==> config.mk <==
export PLATFORM = sky130hd
export DESIGN_NAME = almrc_log2
export DESIGN_NICKNAME = d
export VERILOG_FILES = /design/src/hdl/almrc_pkg.sv /design/src/hdl/almrc_log2.sv
export SDC_FILE = /design/constraint.sdc
export NUM_CORES = 2
export LEC_CHECK = 0
export BUFFER_PORTS_ARGS = -buffer_cell sky130_fd_sc_hd__buf_2
export CAP_MARGIN = 5
export CORE_UTILIZATION = 66
export CTS_CLUSTER_SIZE = 24
export DETAILED_ROUTE_END_ITERATION = 10
export GPL_ROUTABILITY_DRIVEN = 0
export PLACE_DENSITY_LB_ADDON = 0.08
export SYNTH_ARGS = -nofsm -noshare
export SYNTH_HDL_FRONTEND = slang
export SYNTH_SLANG_ARGS = --single-unit
==> constraint.sdc <==
create_clock -name clk -period 10.3 [get_ports clk]
set_input_delay 2.06 -clock clk [delete_from_list [all_inputs] [get_ports clk]]
set_output_delay 2.06 -clock clk [all_outputs]
set_load 0.05 [all_outputs]
==> src/hdl/almrc_pkg.sv <==
// Shared types and constants of the audio level meter with ring capture.
package almrc_pkg;

  localparam int SAMPLE_BITS = 24;
  localparam int BF_W        = 16;
  localparam int POS_W       = 13;
  localparam int DB_W        = 16;
  localparam int CFG_IDX_W   = 2;
  localparam int CFG_DATA_W  = 14;
  localparam int CMP_W       = 14;
  localparam int SQ_W        = 62;
  localparam int MC_W        = 17;
  localparam int LG_W        = 22;
  localparam int NDB_W       = 23;
  localparam int KDB_W       = 19;
  localparam int PROD_W      = NDB_W + KDB_W;

  localparam logic [SQ_W-1:0]  SQ_MAX      = {SQ_W{1'b1}};
  localparam logic [MC_W-1:0]  CNT_MAX     = {MC_W{1'b1}};
  localparam logic [KDB_W-1:0] K20         = 19'd394567;
  localparam logic [KDB_W-1:0] K10         = 19'd197283;
  localparam int               DB_FLOOR    = 30720;
  localparam int               LOUD_FLOOR  = 17920;
  localparam int               LOUD_OFFSET = 177;
  // full-scale references in Q.16 log2: (bits-1) and twice that
  localparam int               PK_BASE     = (SAMPLE_BITS - 1) * 65536;
  localparam int               RM_BASE     = 2 * (SAMPLE_BITS - 1) * 65536;

  typedef enum logic [1:0] {
    REQ_SAMPLE  = 2'd0,
    REQ_READ_AN = 2'd1,
    REQ_READ_SC = 2'd2,
    REQ_CLEAR   = 2'd3
  } req_e;

  typedef enum logic [CFG_IDX_W-1:0] {
    REG_ENABLE   = 2'd0,
    REG_WINDOW   = 2'd1,
    REG_SCOPE    = 2'd2,
    REG_CHANNELS = 2'd3
  } reg_e;

  localparam logic KIND_REPORT = 1'b0;
  localparam logic KIND_RING   = 1'b1;

endpackage

==> src/hdl/almrc_log2.sv <==
// Iterative log2 in Q.16: bit-serial normalize, then one squaring per cycle.
module almrc_log2 (
  input  logic                       clk,
  input  logic                       rst,
  input  logic                       start,
  input  logic [63:0]                value,
  output logic                       done,
  output logic [almrc_pkg::LG_W-1:0] result
);

  typedef enum logic [2:0] {
    L_IDLE = 3'b001,
    L_NORM = 3'b010,
    L_SQ   = 3'b100
  } lstate_t;

  lstate_t     st;
  logic [63:0] v;
  logic [5:0]  e;
  logic [30:0] m;
  logic [15:0] frac;
  logic [3:0]  it;
  logic [61:0] sq;
  logic [31:0] mm;

  assign sq     = 62'(m) * 62'(m);
  assign mm     = sq[61:30];
  assign result = {e, frac};

  always_ff @(posedge clk) begin
    if (rst) begin
      st   <= L_IDLE;
      done <= 1'b0;
    end else begin
      done <= 1'b0;
      unique case (st)
        L_IDLE: begin
          if (start) begin
            v  <= value;
            e  <= 6'd63;
            st <= L_NORM;
          end
        end
        L_NORM: begin
          if (v[63] || e == 6'd0) begin
            m    <= v[63:33];
            frac <= '0;
            it   <= '0;
            st   <= L_SQ;
          end else begin
            v <= {v[62:0], 1'b0};
            e <= e - 6'd1;
          end
        end
        L_SQ: begin
          frac <= {frac[14:0], mm[31]};
          m    <= mm[31] ? mm[31:1] : mm[30:0];
          it   <= it + 4'd1;
          if (it == 4'd15) begin
            done <= 1'b1;
            st   <= L_IDLE;
          end
        end
        default: st <= L_IDLE;
      endcase
    end
  end

endmodule

==> Word-level counts from Yosys, hierarchy flattened <==
Cells that the tools add are included.
{ "op_classes": {"n_bitwise": 2, "eq_ne": 8, "n_reduce_logical": 8, "n_addsub": 2, "n_mul": 1, "mux": 18} }
{ "op_table": {"columns": ["cell", "n"], "rows": [
  ["2-to-1 mux 64 bit", 2],
  ["one-hot mux 64 bit (2 select lines)", 1],
  ["multiplier 31 x 31 -> 62 bit", 1],
  ["2-to-1 mux 31 bit", 2],
  ["one-hot mux 31 bit (2 select lines)", 1],
  ["one-hot mux 16 bit (2 select lines)", 1],
  ["2-to-1 mux 16 bit", 1],
  ["2-to-1 mux 6 bit", 2],
  ["one-hot mux 6 bit (2 select lines)", 1],
  ["2-to-1 mux 3 bit", 3],
  ["one-hot mux 3 bit (3 select lines)", 1],
  ["inequality test 2 bit, second input constant", 4],
  ["one-hot mux 4 bit (2 select lines)", 1],
  ["zero test 6 bit", 1],
  ["AND reduction 3 bit", 2],
  ["subtractor 6 x 1 -> 6 bit, second input constant", 1],
  ["adder 4 x 1 -> 4 bit, second input constant", 1],
  ["== test 4 bit, second input constant", 1],
  ["2-to-1 mux 4 bit", 1],
  ["AND reduction 4 bit", 1],
  ["nonzero test 2 bit", 2],
  ["== test 3 x 1 -> 1 bit, second input constant", 1],
  ["== test 3 x 2 -> 1 bit, second input constant", 1],
  ["== test 3 bit, second input constant", 1],
  ["other kinds (4)", 5]
]} }
{ "totals": {"word_cells": 46, "regBits": 125, "out_inout_bits": 23} }

==> Longest topological paths before layout <==
{ "logic_depth": {"ltp_word": 4, "depth_mapped": 31} }

==> Least setup slack after synthesis <==
Ideal clock, no wire load.
{ "synth_timing": {"path_type": "reg2reg", "startpoint": "register m[9]", "endpoint": "register m[2], data pin", "path_buffers": 4, "arrival_time_ns": 7.415, "slack_ns": 2.618, "synth_period_minus_slack_ns": 7.682, "required_ns": 10.033, "stages_incl_launch_ff": 30, "path_cell_list": "edfxtp_1 clkbuf_1 clkbuf_1 nand2_1 fa_1 fa_1 inv_1 fa_1 inv_1 fa_1 inv_1 fa_1 fa_1 fa_1 inv_1 fa_1 inv_1 ha_1 buf_2 o21a_1 o21ai_1 a211o_1 nand2_1 o21ai_2 o31ai_4 a41oi_4 xnor2_4 buf_8 mux2i_1 o21ai_1"} }
{ "synth_via": {"elab_chain_len": 3} }
{ "synth_rtl": {"columns": ["item", "line_no", "source"], "rows": [
  ["from (decl)", "almrc_log2.sv:20", "logic [30:0] m;"],
  ["from (signal assigned)", "almrc_log2.sv:46", "m <= v[63:33];"],
  ["from (signal assigned)", "almrc_log2.sv:57", "m <= mm[31] ? mm[31:1] : mm[30:0];"],
  ["multiplier 31 x 31 -> 62 bit", "almrc_log2.sv:26", "assign sq = 62'(m) * 62'(m);"],
  ["2-to-1 mux 31 bit", "almrc_log2.sv:57", null],
  ["one-hot mux 31 bit (2 select lines)", "almrc_log2.sv:36", "unique case (st)"]
]} }
Every way passes these cells.
A chain may end at the register's enable or synchronous reset.

==> Worst setup path after layout <==
{ "layout_timing": {"startpoint": "register m[9]", "endpoint": "register m[5], data pin"} }
The elaborated chain is that of the path after synthesis.

==> reports/qor.txt <==
Worst Hold Launch: v[14]
unrepaired setup endpoints after global routing: false
#FFs+latches synth: 125
Area growth syn-to-layout: 5.31%
grt ovf: 0
Switch Pwr: 0.00316 W
I/O pins: 90
H-Tree Depth: 4
arrival time at the worst endpoint: 9.23 ns
Die Area: 0.0504 mm²
worst setup margin: 1.20 ns
Syn Nets: 4392
Filler cells: 3708
Setup Total Neg Slack: 0 ns
DRC viols: 0
met2 usage: 60.4%
CP max-delay cell: edfxtp_1
chip height: 225 µm
Clk Latency, worst-skew pair: 0.42 ns
final hold viol count: 0
Clk network pwr share: 10.8%
Syn Inst Count: 3307
footprint of the multi-input gates: 0.0250 mm²
reg-to-reg startpoint: m[9]
Initial Utilization: 66.8%
met3 GRT Util: 5.45%
vias in the first global route: 25220
DR iter-0 viols: 1598
Critical path origin: m[9]
first drt pass iteration count: 8
register area share after synthesis: 11.4%
hold_buf cts: 0
Crit path top cell by count: fa_1
Slew HR: 19.8%
DP Cell Count: 3972
clk sinks: 125
CP Capture Type: flop
clock skew: 0.00933 ns
worst min path class: reg -> reg
clock buffer depth: 2
Worst setup SP type: flop
Combinational Power Share: 79.2%
warnings from Yosys: 0
P per Cell Area: 172 mW/mm²
via-per-instance ratio: 5.65
crit-path leading delay family: adder cells
Setup CP Type: reg -> reg
Peak VDD IR: 0.274 mV
final max-slew violation count: 0
Core Region: 0.0490 mm²
Fmax achieved: 110 MHz
GR Util met1: 43.4%
Post-CTS Setup Inserts: 0
largest net degree at the start of global routing: 73
Critical Path RT: 10.43 ns
final non-filler cell area: 0.0344 mm²
CTS tree: done
design internal power: 0.00277 W
period utilization: 88.3%
WL/cell: 20.4 µm
nets: 4412
dpl hpwl: 67600 µm
All-Layer GR Usage: 34.8%
Sequential Area: 0.00371 mm²
outcome: completed
Post-synth ARST share: 0%
layout cells sized above 1: 8.02%
Post-Syn Area: 0.0327 mm²
first-pass GRT wire length: 133000 µm
final cell count without fillers: 4005
Worst Tran Pin Value: 1.20 ns
Clk pin slew, worst setup/hold paths: 0.06 ns
final wirelength: 81800 µm
total of max-cap violations: 0
dpl cell area: 0.0338 mm²
Period minus WS final: 9.10 ns
crit-path max FO: 21
Power, Total: 0.00593 W
post-CTS sizing: 0
routed via count: 22637
DP Worst Slack: 1.35 ns
CP peak stage delay: 1.14 ns
Root Driver: clkbuf_16
P_leak: 18.0 nW
Num CTS Buffers: 17
final setup vio count: 0
GRT busiest layer: met2
die width: 225 µm
sw frac: 53.3%
syn_area_per_cell: 9.89 µm²
FP Rows: 81
# port buffers: 89
EDFF count, synth: 121
antenna viol nets, final: 0
Worst Path Buf+Inv: 6
sequential fraction of design power: 10.0%
initial antenna violation count: 2
dominant synthesized flop cell: edfxtp_1
post-synth cell types: 74
## path summary, 6_finish.rpt
check             slack [ns]  cells past startpoint     to
setup reg to reg        1.20                     26   m[5]
setup / recovery        1.20                     26   m[5]
hold reg to reg         0.55                      1  v[15]
hold / removal          0.55                      1  v[15]
## state kept, by name, summed over array words and instances (netlist names)
signal,count
frac,16
it,4
v,64
m,31
e,6
st,3
done,1
## worst register-to-register path: cells and delay by family, from the launching register on
family                   cells  cell delay [ns]
flip-flops                   1             1.14
XOR/XNOR                     1             0.52
AO/OA/AOI/OAI                7             1.34
AND/OR/NAND/NOR              2             0.34
buffers and inverters        6             0.65
multiplexers                 1             0.26
adder cells (fa/ha/maj)      9             4.57
## stage by stage
| stage | hold WS (ns) | utilization, % |
|---|---|---|
| global route | 0.560 | 70.3 |
| global placement | 0.526 | 69.0 |
| CTS | 0.547 | 70.3 |
| finish | 0.545 | 70.3 |
| floorplan | 0.515 | - |
| detailed placement | 0.534 | 69.0 |
## cell families (layout without fill, tap and decap cells)
logic type	Yosys count	after routing	share of synthesized area, %
fa+ha+maj	1018	1018	56.1
mux	87	87	2.93
compound gates	250	250	5.02
other cells	0	1	0
buf+inv	1049	1082	12.2
flops	125	125	11.4
simple gates	717	717	10.7
xor+xnor	61	61	1.69
## layer usage
layer | wire [µm] | vias up
li1 | - | 9931
met1 | 30700 | 11582
met2 | 41700 | 907
met3 | 5700 | 215
met4 | 3790 | 2
met5 | 13 | -
## cells in the mapped netlist, types with 22 or more instances
master    instances  area [µm²]
a21oi_1          82         410
xor2_1           25         219
and3_1           22         138
o21ai_0          33         165
nand4_1          22         138
xnor2_1          35         307
edfxtp_1        121        3630
inv_1           917        3440
o21ai_1          25         125
fa_1            747       15000
clkbuf_1        120         450
a21o_1           30         225
mux2_2           65         732
ha_1            271        3390
nor2_1           72         270
nand2_1         332        1250
and2_1          193        1210
## power groups by stage
stage	registers, W	clock network, W	logic, W
floorplan	0.000600	0	0.00340
global placement	0.000602	0	0.00454
detailed placement	0.000603	0	0.00460
CTS	0.000593	0.000640	0.00465
global route	0.000595	0.000661	0.00515
finish	0.000593	0.000637	0.00469
## final cells by class
type,count,area share (%)
well taps,664,2.41
flip-flops and latches,125,10.8
inverters,917,10.0
repair buffers,133,2.29
multi-input cells,2133,72.7
diodes,1,0.00727
clock buffers,18,1.25
clock inverters,14,0.578
## cells in the final DEF, fill, tap and decap left out, types with 22 or more instances in the layout
cell type / Yosys / layout
and2_1: 193 / 193
a21oi_1: 82 / 82
o21ai_1: 25 / 25
and3_1: 22 / 22
nand2_1: 332 / 331
xnor2_1: 35 / 35
edfxtp_1: 121 / 121
a21o_1: 30 / 30
nand4_1: 22 / 22
ha_1: 271 / 271
mux2_2: 65 / 65
nor2_1: 72 / 71
inv_1: 917 / 917
xor2_1: 25 / 25
buf_2: 7 / 89
buf_4: 0 / 43
fa_1: 747 / 747
o21ai_0: 33 / 33
No activity file was read; power rests on OpenSTA's default activity.
